==> config.mk <==
export PLATFORM = sky130hd
export DESIGN_NAME = ial_cell
export DESIGN_NICKNAME = d
export VERILOG_FILES = /design/src/sv/assert_macros.svh /design/src/sv/ial_pkg.sv /design/src/sv/ial_cell.sv
export SDC_FILE = /design/constraint.sdc
export NUM_CORES = 1
export LEC_CHECK = 0
export BUFFER_PORTS_ARGS = -buffer_cell sky130_fd_sc_hd__buf_2
export CAP_MARGIN = 20
export CORE_MARGIN = 2
export CORE_UTILIZATION = 40
export CTS_BUF_LIST = sky130_fd_sc_hd__clkbuf_4
export CTS_CLUSTER_SIZE = 28
export DETAILED_ROUTE_END_ITERATION = 16
export GPL_TIMING_DRIVEN = 0
export PLACE_DENSITY_LB_ADDON = 0.05
export SYNTH_ARGS = -nofsm -noshare
export SYNTH_HDL_FRONTEND = slang
export SYNTH_SLANG_ARGS = --single-unit
==> constraint.sdc <==
create_clock -name clk -period 4.1 [get_ports clk]
set_input_delay 0 -clock clk [delete_from_list [all_inputs] [get_ports clk]]
set_output_delay 0 -clock clk [all_outputs]
set_load 0.02 [all_outputs]
==> src/sv/assert_macros.svh <==
// Assertion helpers used by the RTL file indexed_array_list.
// Each check is sampled on the rising clock edge and switched off while reset is held.
`ifndef ASSERT_MACROS_SVH
`define ASSERT_MACROS_SVH
`ifndef NO_ASSERTIONS
`define ASSERT_CLKD(lbl, clk_s, rstn_s, prop, msg) \
    lbl: assert property (@(posedge clk_s) disable iff (!rstn_s) (prop)) else $error(msg);
`define ASSERT_NEXT(lbl, clk_s, rstn_s, ante, cons, msg) \
    lbl: assert property (@(posedge clk_s) disable iff (!rstn_s) \
        (ante) |=> (cons)) else $error(msg);
`else
`define ASSERT_CLKD(lbl, clk_s, rstn_s, prop, msg)
`define ASSERT_NEXT(lbl, clk_s, rstn_s, ante, cons, msg)
`endif
`endif

==> src/sv/ial_pkg.sv <==
`default_nettype none

package ial_pkg;

    localparam int DEPTH   = 64;
    localparam int DATA_W  = 32;
    localparam int IDX_W   = $clog2(DEPTH);
    localparam int COUNT_W = $clog2(DEPTH + 1);
    localparam int POS_W   = 6;
    localparam int KIND_W  = 2;
    localparam int STAT_W  = 2;

    // Request kinds.
    localparam logic [KIND_W-1:0] KIND_INSERT = 2'd0;
    localparam logic [KIND_W-1:0] KIND_DELETE = 2'd1;
    localparam logic [KIND_W-1:0] KIND_READ   = 2'd2;

    // Status codes.
    localparam logic [STAT_W-1:0] ST_OK    = 2'd0;
    localparam logic [STAT_W-1:0] ST_FULL  = 2'd1;
    localparam logic [STAT_W-1:0] ST_RANGE = 2'd2;

    // Per-cell operations.
    localparam logic [1:0] CELL_HOLD = 2'd0;
    localparam logic [1:0] CELL_INS  = 2'd1;
    localparam logic [1:0] CELL_DEL  = 2'd2;

    typedef struct packed {
        logic [KIND_W-1:0] kind;
        logic [POS_W-1:0]  position;
        logic [31:0]       data_in;
    } req_t;

    typedef struct packed {
        logic [31:0]        data_out;
        logic [STAT_W-1:0]  status;
        logic [COUNT_W-1:0] count;
    } rsp_t;

    // Command broadcast along the row of cells.
    typedef struct packed {
        logic [1:0]        op;
        logic [IDX_W-1:0]  position;
        logic [DATA_W-1:0] word;
    } cell_cmd_t;

endpackage

`default_nettype wire

==> src/sv/ial_cell.sv <==
`default_nettype none

module ial_cell
    import ial_pkg::*;
(
    input  logic              clk,
    input  cell_cmd_t         cmd,
    input  logic [IDX_W-1:0]  idx,
    input  logic [DATA_W-1:0] from_lower,
    input  logic [DATA_W-1:0] from_upper,
    output logic [DATA_W-1:0] value,
    output logic [DATA_W-1:0] tap
);

    logic [DATA_W-1:0] value_reg;
    logic [DATA_W-1:0] value_next;
    logic              hit;
    logic              above;

    assign hit   = (idx == cmd.position);
    assign above = (idx > cmd.position);

    // An insert moves entries above the position up and drops the new word in;
    // a delete pulls every entry from the position onwards down by one.
    always_comb
    begin
        value_next = value_reg;
        case (cmd.op)
            CELL_INS:
            begin
                if (above)
                begin
                    value_next = from_lower;
                end
                else if (hit)
                begin
                    value_next = cmd.word;
                end
            end
            CELL_DEL:
            begin
                if (above || hit)
                begin
                    value_next = from_upper;
                end
            end
            default:
            begin
                value_next = value_reg;
            end
        endcase
    end

    always_ff @(posedge clk)
    begin
        value_reg <= value_next;
    end

    assign value = value_reg;
    assign tap   = hit ? value_reg : '0;

endmodule

`default_nettype wire

==> summary.txt, run 1 <==
Cells and area
  • Max FFs per register: 32
  • Core Util, Final: 0.616
  • FF/Latch Area: roughly 960 sq um
  • P&R area growth vs syn: 48.5%
  • Final #Nets: 650
  • Filler cell count: 627
  • Multi-input logic area: between 1500 and 2000 sq um
  • Ant. Diodes: 0
  • Layout cell share with drive strength beyond 1: 0.394

Yosys
  • Cells after Synth: between 300 and 400
  • Synth top area cells: edfxtp_1 (34%), and2_1 (14%), a311o_1 (11%), a22oi_1 (8.5%), nand4_1 (7.1%)
  • Seq cells post-synth: 32
  • Synthesized area: 2820 sq um
  • Count leader, synth: and2_1
  • Seq/Total Area, Yosys: 0.341
  • Syn_nets: between 400 and 500
  • Synth warn: 0
  • Netlist cell types: 22
  • Ys flop type: edfxtp_1
  • Post-synth EDFFs: 32
  • Synth Area per Inst: 8.72 sq um
  • Async set-reset flop share out of synthesis: 0
  • Largest area contributor in the netlist: edfxtp_1
  • Synth top area share: 0.341
  • Most frequent cells after synthesis: and2_1 (64), nand3_1 (34)

Worst hold path
  • Worst Hold Class: input port to flip-flop
  • Hold Path Cell Cnt: 3
  • Hold EP: value[13]
  • Hold Crit Start: from_upper[13]

CTS
  • Clk sinks: 32
  • Clock Pin Slew Worst Setup and Hold Paths: 0.12 ns
  • Post-CTS setup buffers: 0
  • CTS Buf Count: 5
  • H-tree depth: 2
  • Resized Gates After CTS: 0
  • CTS tree: built
  • Maximum root-to-sink buffer count: 2
  • Hold buffers post-CTS: 27
  • Root Buffer: clkbuf_4

STA
  • Maximum clock rate: 484 MHz
  • Worst Tran Pin Value: 0.620 ns
  • RSZ-0062 raised after global routing: false
  • Relative slew slack: 0.585
  • Final hold vios: 0
  • Min Hold Slack: approximately 0.015 ns
  • Final setup viols: 0
  • Crit share post-route: 0.504
  • Final Critical Period: a little over 2 ns
  • TNS Setup: 0 ns
  • Max Slew Vio Count: 0

Route
  • DR vias: 3445
  • WL/cell: 15.5 um
  • Post-route ant nets: 0
  • DR vias/cell: about 5.5
  • Pre-antenna DRT Iters: 4
  • Starting DRT DRC Count: 162
  • DRC Markers: 0
  • DRT Wirelength: between 9 and 10 mm

Die
  • I/O pin count: 175
  • Die W: 87.9 um
  • Core area: between 6000 and 7000 sq um
  • Die H: 87.9 um
  • Die Outline Area: 7730 sq um
  • # rows: 30
  • Initial Util: 0.415

Status
  • Status: finished, final reports clean

Power and ir drop
  • P_leak: a little under 2 nW
  • Power density over the cells: 243 nW/um^2
  • Peak VDD IR: 0.000122 V

Global route
  • Initial antenna violation count: 0
  • Tot GR Track Use: 0.245
  • Total congestion overflow: 0
  • Largest net degree at the start of global routing: 19
  • Global-route wire length before repair: 14.9 mm
  • Vias in the first global route: 3220

Setup path
  • CP Capture Type: flip-flop
  • Data arrival, critical path: between 2 and 2.5 ns
  • Required time worst endpoint: ~4.2 ns
  • Setup crit start kind: input port
  • Crit path max fanout: 18
  • Crit path kind: input port to flip-flop

Placement
  • RePlAce Congestion: 0.804
  • DPL Wire Length: about 7.1 mm
  • IO buf count: 174

Run
  • Maxcap violations: 0
## layout make-up
class / instances / share of cell area
Multi-Input combinational cell: 242 / 0.388
Timing Repair Buffer: 203 / 0.282
Sequential cell: 32 / 0.230
Buffer: 43 / 0.0547
Tap cell: 96 / 0.0287
Clock buffer: 6 / 0.0108
Inverter: 6 / 0.00538
Clock inverter: 1 / 0.00120
## layout by cell type, fill, tap and decap left out, drive strengths merged
cell type / n
and2: 64
a22oi: 32
o21ai: 1
edfxtp: 32
a2bb2oi: 1
inv: 6
ha: 6
clkbuf: 25
a21oi: 1
nand3: 34
a311o: 32
and3: 1
buf: 199
nand2b: 2
nand2: 32
and4: 1
nand4: 32
clkinv: 1
dlygate4sd3: 28
nor2b: 2
a21o: 1
## how the worst max path moves through the flow
stage	start	endpoint	slack, ns
after floorplan	cmd[37]	value[0]	0.90
after global placement	cmd[37]	value[15]	-0.38
after detailed placement	cmd[37]	value[4]	1.61
after CTS	cmd[37]	value[20]	1.99
after global routing	cmd[37]	value[3]	1.89
final	cmd[37]	value[5]	2.03
## cells by family after synthesis
group | Yosys count | share of synthesized area
buf+inv | 49 | 0.0893
flops | 32 | 0.341
fa+ha+maj | 6 | 0.0267
simple gates | 168 | 0.333
compound gates | 68 | 0.210
## per-layer routing
metal / GRT usage / up-vias / wire, um
met4: 0.0699 / 0 / 123
met2: 0.439 / 166 / 4900
met3: 0.0292 / 12 / 630
met5: 0 / - / 0
met1: 0.309 / 1608 / 4100
li1: - / 1659 / -
## where the power goes
group	internal, mW	total (mW)	switching, mW	leakage (nW)
combinational	0.174	0.391	0.217	1.64
clock	0.0699	0.191	0.121	0.0315
sequential	0.417	0.435	0.0179	0.289
## per-stage QoR
stage	setup WS [ns]	cells	total power, mW	cell area (sq um)
CTS	1.99	628	1.01	4170
finish	2.03	629	1.02	4180
detailed placement	1.61	594	0.810	3850
floorplan	0.900	323	0.663	2820
global placement	-0.376	593	0.795	3810
global route	1.89	629	1.07	4180
## worst max-delay path, stage by stage
cell	delay, ns
buf_2	0.07
inv_1	0.03
ha_1	0.31
and4_4	0.23
and3_4	0.18
buf_6	0.13
clkbuf_1	0.39
a2bb2oi_4	0.53
buf_16	0.24
Note: power is estimated with default switching activity, not from simulation.
==> run 2, diff against run 1 <==
clock period = 2.1 ns   (was 4.1 ns; I/O delays follow)
==> summary.txt, run 2 (same netlist as run 1, synthesis figures left out) <==
Status
  • Status: finished, violations left
  • Failing checks: negative hold slack

Power and ir drop
  • P_leak: 1.97 nW (+0.65%)
  • P_sw: 0.705 mW (+98%)
  • Part of the power in combinational logic: 0.359 (-0.025)
  • Sw Share: 0.333 (-0.0173)
  • Internal: 1.41 mW (+110%)
  • Sequential power share: 0.400 (-0.028)
  • Peak VDD IR: 0.000271 V (+120%)
  • Clock power frac: 0.241 (+0.053)
  • Power density over the cells: 502 nW/um^2 (+110%)

Cells and area
  • Final #Nets: 650 (unchanged)
  • Ant. Diodes: 0 (unchanged)
  • Commonest non-fill, non-tap cell in the layout: buf_2
  • Cell area after layout: 4220 sq um (+0.84%)
  • Filler cell count: 619 (-1.3%)
  • Max FFs per register: 32 (unchanged)
  • Most frequent cells in the layout: buf_2 (190), and2_1 (64), nand3_1 (34)
  • Multi-input logic area: 1650 sq um (+1.6%)
  • Layout cell share with drive strength beyond 1: 0.395 (+0.00113)
  • P&R area growth vs syn: 49.8%
  • FF/Latch Area: 961 sq um (unchanged)

Placement
  • RePlAce Congestion: 0.771 (-4.2%)
  • IO buf count: 174 (unchanged)
  • Post-Place Setup Slack: -0.571 ns (-2.18 ns)
  • DPL Wire Length: 7.06 mm (-0.89%)
  • Dpl cell area: 3820 sq um (-0.71%)

Route
  • DRT Wirelength: 9.84 mm (+0.79%)
  • DR vias/cell: 5.39 (-1.7%)
  • Post-route ant nets: 0 (unchanged)
  • DRC Markers: 0 (unchanged)
  • Starting DRT DRC Count: 158 (-2.5%)
  • WL/cell: 15.6 um (+0.63%)
  • Pre-antenna DRT Iters: 4 (unchanged)
  • DR vias: 3393 (-1.5%)

Die
  • Die W: 87.9 um (unchanged)
  • Core area: 6790 sq um (unchanged)
  • I/O pin count: 175 (unchanged)
  • Die Outline Area: 7730 sq um (unchanged)
  • # rows: 30 (unchanged)
  • Initial Util: 0.415 (unchanged)
  • Die H: 87.9 um (unchanged)

Setup path
  • Data arrival, critical path: 1.74 ns (-0.39 ns)
  • Sequence of cells on the critical path: buf_2, inv_1, ha_1, and4_4, and3_4, buf_6, buf_6, clkbuf_2, and2_1, buf_2
  • CP bufs+invs: 6 (+1)
  • Crit path kind: input port to output port
  • CP Capture Type: output port
  • Setup crit start kind: input port
  • Top delay family on crit path: buffers and inverters
  • Required time worst endpoint: 2.10 ns (-2.06 ns)
  • CP peak stage delay: 0.31 ns (-0.22 ns)
  • Crit path max fanout: 17 (-1)
  • Slowest-stage cell, CP: ha_1

Global route
  • Vias in the first global route: 3378 (+4.9%)
  • Total congestion overflow: 0 (unchanged)
  • Largest net degree at the start of global routing: 17 (-2)
  • Tot GR Track Use: 0.252 (+0.00667)
  • Global-route wire length before repair: 15.3 mm (+2.2%)
  • Initial antenna violation count: 0 (unchanged)

STA
  • Worst Tran Pin Value: 0.580 ns (-0.0404 ns)
  • Worst setup margin: 0.357 ns (-1.68 ns)
  • Final setup viols: 0 (unchanged)
  • Maximum clock rate: 574 MHz
  • Max Slew Vio Count: 0 (unchanged)
  • Min Hold Slack: -0.00905 ns (-0.0239 ns)
  • Relative slew slack: 0.612 (+0.0270)
  • RSZ-0062 raised after global routing: false
  • Final Critical Period: ~1.7 ns
  • Crit share post-route: 0.830
  • Final hold vios: 1 (+1)

CTS
  • CTS Buf Count: 5 (unchanged)
  • Clock Pin Slew Worst Setup and Hold Paths: 0.11 ns (about the same)
  • Root Buffer: clkbuf_4
  • CTS tree: built
  • H-tree depth: 2 (unchanged)
  • Clk sinks: 32 (unchanged)
  • Post-CTS setup buffers: 0 (unchanged)
  • Maximum root-to-sink buffer count: 2 (unchanged)

Worst hold path
  • Hold EP: value[24]
  • Hold Path Cell Cnt: 3 (unchanged)
  • Hold Crit Start: from_upper[24]
  • Worst Hold Class: input port to flip-flop

Run
  • Maxcap violations: 0 (unchanged)
==> run 2: cell types whose count changed in the layout (fill, tap and decap cells not counted), sizes merged <==
cell	before	now
clkbuf	25	24
bufinv	0	1
dlygate4sd3	28	29
a2bb2oi	1	2
buf	199	198
==> run 2: how the worst max path moves through the flow <==
stage	from	to	slack (ns)	cells past startpoint
3_3_place_gp	cmd[37]	value[7]	-0.55	8
5_1_grt	cmd[37]	tap[5]	0.22	10
4_1_cts	cmd[37]	value[30]	0.02	8
2_1_floorplan	cmd[37]	value[0]	0.04	7
3_5_place_dp	cmd[37]	value[6]	-0.57	8
6_report	cmd[37]	tap[5]	0.36	10
==> run 2: timing repair <==
item / in CTS / in global routing
cloned: 1 / 0
endpoints found under the hold margin: 29 / 0
pin swaps: 1 / 0
hold buffers: 29 / 0
endpoints found under the setup margin: 32 / 32
gates resized for setup: 1 / 0
==> run 2: layout make-up <==
cell class	instances	share of cell area
timing repair buffer	203	0.275
tap	96	0.0285
buffer	42	0.0534
inverter	6	0.00534
sequential	32	0.228
clock buffer	6	0.0107
multi-input combinational	243	0.391
clock inverter	2	0.00831
==> run 2: power groups by stage <==
stage | Combinational (mW) | Clock [mW] | Sequential (mW)
floorplan | 0.339 | 0 | 0.960
global placement | 0.695 | 0 | 0.859
detailed placement | 0.706 | 0 | 0.861
CTS | 0.759 | 0.511 | 0.847
global route | 0.834 | 0.533 | 0.857
finish | 0.760 | 0.510 | 0.847
==> run 2: through the flow <==
stage | setup TNS (ns) | power [mW] | std cells | utilization | hold slack [ns]
after floorplan | 0 | 1.30 | 323 | - | 0.234
after global placement | -17.43 | 1.55 | 593 | 0.563 | 0.322
after detailed placement | -18.26 | 1.57 | 593 | 0.563 | 0.328
after CTS | 0 | 2.12 | 631 | 0.621 | 0.00136
after global routing | 0 | 2.22 | 630 | 0.621 | 0.0189
final | 0 | 2.12 | 630 | 0.621 | -0.00905
==> run 2: per-layer routing <==
metal | global-route usage | vias up | part of all wire
li1 | - | 1660 | -
met1 | 0.307 | 1557 | 0.40
met2 | 0.450 | 161 | 0.50
met3 | 0.0481 | 15 | 0.080
met4 | 0.0727 | 0 | 0.015
met5 | 0 | - | 0
==> run 3, diff against run 2 <==
clock period = 1.8 ns   (was 2.1 ns; I/O delays follow)
==> summary.txt, run 3 (same netlist as run 1, synthesis figures left out) <==
Setup path
  • Data arrival, critical path: 1.67 ns (-0.07 ns)
  • Setup crit start kind: input port
  • Crit path max fanout: 16 (-1)
  • Required time worst endpoint: 1.78 ns (-0.32 ns)
  • Top delay family on crit path: compound AO/OA/AOI/OAI gates
  • CP peak stage delay: 0.52 ns (+0.21 ns)
  • CP bufs+invs: 3 (-3)
  • Sequence of cells on the critical path: buf_2, inv_8, ha_4, and4_4, o21ai_2, buf_2, nand3_1, a2bb2oi_4
  • Slowest-stage cell, CP: a2bb2oi_4
  • Most common cell on crit path: buf_2
  • CP Capture Type: flip-flop
  • Crit path kind: input port to flip-flop

STA
  • Max Slew Vio Count: 0 (unchanged)
  • Final Critical Period: ~1.7 ns
  • Final setup viols: 0 (unchanged)
  • Maximum clock rate: roughly 600 MHz
  • Relative slew slack: 0.591 (-0.0210)
  • Final hold vios: 1 (unchanged)
  • Worst Tran Pin Value: 0.611 ns (+0.0313 ns)
  • Crit share post-route: 0.941
  • TNS Setup: 0 ns (unchanged)
  • Worst setup margin: 0.107 ns (-0.250 ns)
  • Min Hold Slack: -0.000900 ns (+0.00815 ns)
  • RSZ-0062 raised after global routing: false

Power and ir drop
  • P_leak: 1.96 nW (-0.90%)
  • Pwr Total: 2.32 mW (+9.4%)
  • Power density over the cells: 546 nW/um^2 (+8.7%)
  • Peak VDD IR: 0.000279 V (+2.7%)

Status
  • Failing checks: negative hold slack
  • Status: finished, violations left

Global route
  • Total congestion overflow: 0 (unchanged)
  • Largest net degree at the start of global routing: 17 (unchanged)
  • Tot GR Track Use: 0.248 (-0.00339)
  • Global-route wire length before repair: 15.0 mm (-1.8%)
  • Initial antenna violation count: 0 (unchanged)
  • Vias in the first global route: 3198 (-5.3%)

Route
  • WL/cell: 15.8 um (+1.1%)
  • Starting DRT DRC Count: 208 (+32%)
  • Post-route ant nets: 0 (unchanged)
  • DRC Markers: 0 (unchanged)
  • DR vias/cell: 5.38 (about the same)
  • DRT Wirelength: 9.91 mm (+0.80%)
  • DR vias: 3379 (-0.41%)
  • Pre-antenna DRT Iters: 5 (+1)

Die
  • Core area: 6790 sq um (unchanged)
  • I/O pin count: 175 (unchanged)
  • Initial Util: 0.415 (unchanged)
  • Die H: 87.9 um (unchanged)
  • Die Outline Area: 7730 sq um (unchanged)
  • Die W: 87.9 um (unchanged)
  • # rows: 30 (unchanged)

CTS
  • Clk sinks: 32 (unchanged)
  • Maximum root-to-sink buffer count: 2 (unchanged)
  • Clock Pin Slew Worst Setup and Hold Paths: 0.12 ns (about the same)
  • CTS tree: built
  • CTS Buf Count: 5 (unchanged)
  • Root Buffer: clkbuf_4
  • H-tree depth: 2 (unchanged)

Cells and area
  • Commonest non-fill, non-tap cell in the layout: buf_2
  • Ant. Diodes: 0 (unchanged)
  • Core Util, Final: 0.625 (+0.00387)
  • Layout cell share with drive strength beyond 1: 0.412 (+0.0165)
  • Final #Nets: 649 (-0.15%)
  • Fin cells: 628 (-0.32%)
  • Cell area after layout: 4240 sq um (+0.62%)
  • Max FFs per register: 32 (unchanged)
  • P&R area growth vs syn: 50.7%
  • Most frequent cells in the layout: buf_2 (190), and2_1 (64), nand3_1 (34)

Placement
  • DPL Wire Length: 7.07 mm (about the same)
  • Post-Place Setup Slack: -0.568 ns (+0.00386 ns)
  • Dpl cell area: 3900 sq um (+1.9%)
  • Placed cell count: 593 (unchanged)
  • IO buf count: 174 (unchanged)
  • RePlAce Congestion: 0.805 (+4.5%)

Run
  • Maxcap violations: 0 (unchanged)

Worst hold path
  • Worst Hold Class: input port to flip-flop
-- run 3: layer usage --
layer	vias to the layer above	global-route usage	wire length, um
met5	-	0	0
met4	0	0.0462	85
met1	1558	0.319	4100
met2	158	0.448	5010
met3	8	0.0320	715
li1	1655	-	-
-- run 3: worst min-delay path, stage by stage --
cell	delay [ns]
buf_2	0.08
a22oi_1	0.07
nand3_1	0.09
-- run 3: repair_timing --
action,4_1_cts,5_1_grt
hold endpoints to repair,27,0
hold buffers,27,0
resized for setup,1,0
buffers inserted,0,0
setup endpoints to repair,32,0
-- run 3: final timing paths --
kind | from | to | slack (ns) | depth (start not counted)
setup / recovery | cmd[36] | value[28] | 0.11 | 8
hold / removal | from_upper[18] | value[18] | -0.0009 | 3
-- run 3: cell type report --
class / instances / area [sq um]
multi-input cells: 243 / 1700
fillers: 592 / 2550
clock buffers: 6 / 45.0
flip-flops and latches: 32 / 961
inverters: 6 / 35.0
plain buffers: 43 / 239
repair buffers: 201 / 1140
clock inverters: 1 / 5.00
well taps: 96 / 120
-- run 3: report_power, final --
| group | internal, mW | switching, mW |
|---|---|---|
| clock | 0.159 | 0.265 |
| sequential | 0.949 | 0.0392 |
| combinational | 0.398 | 0.505 |
| total | 1.51 | 0.809 |
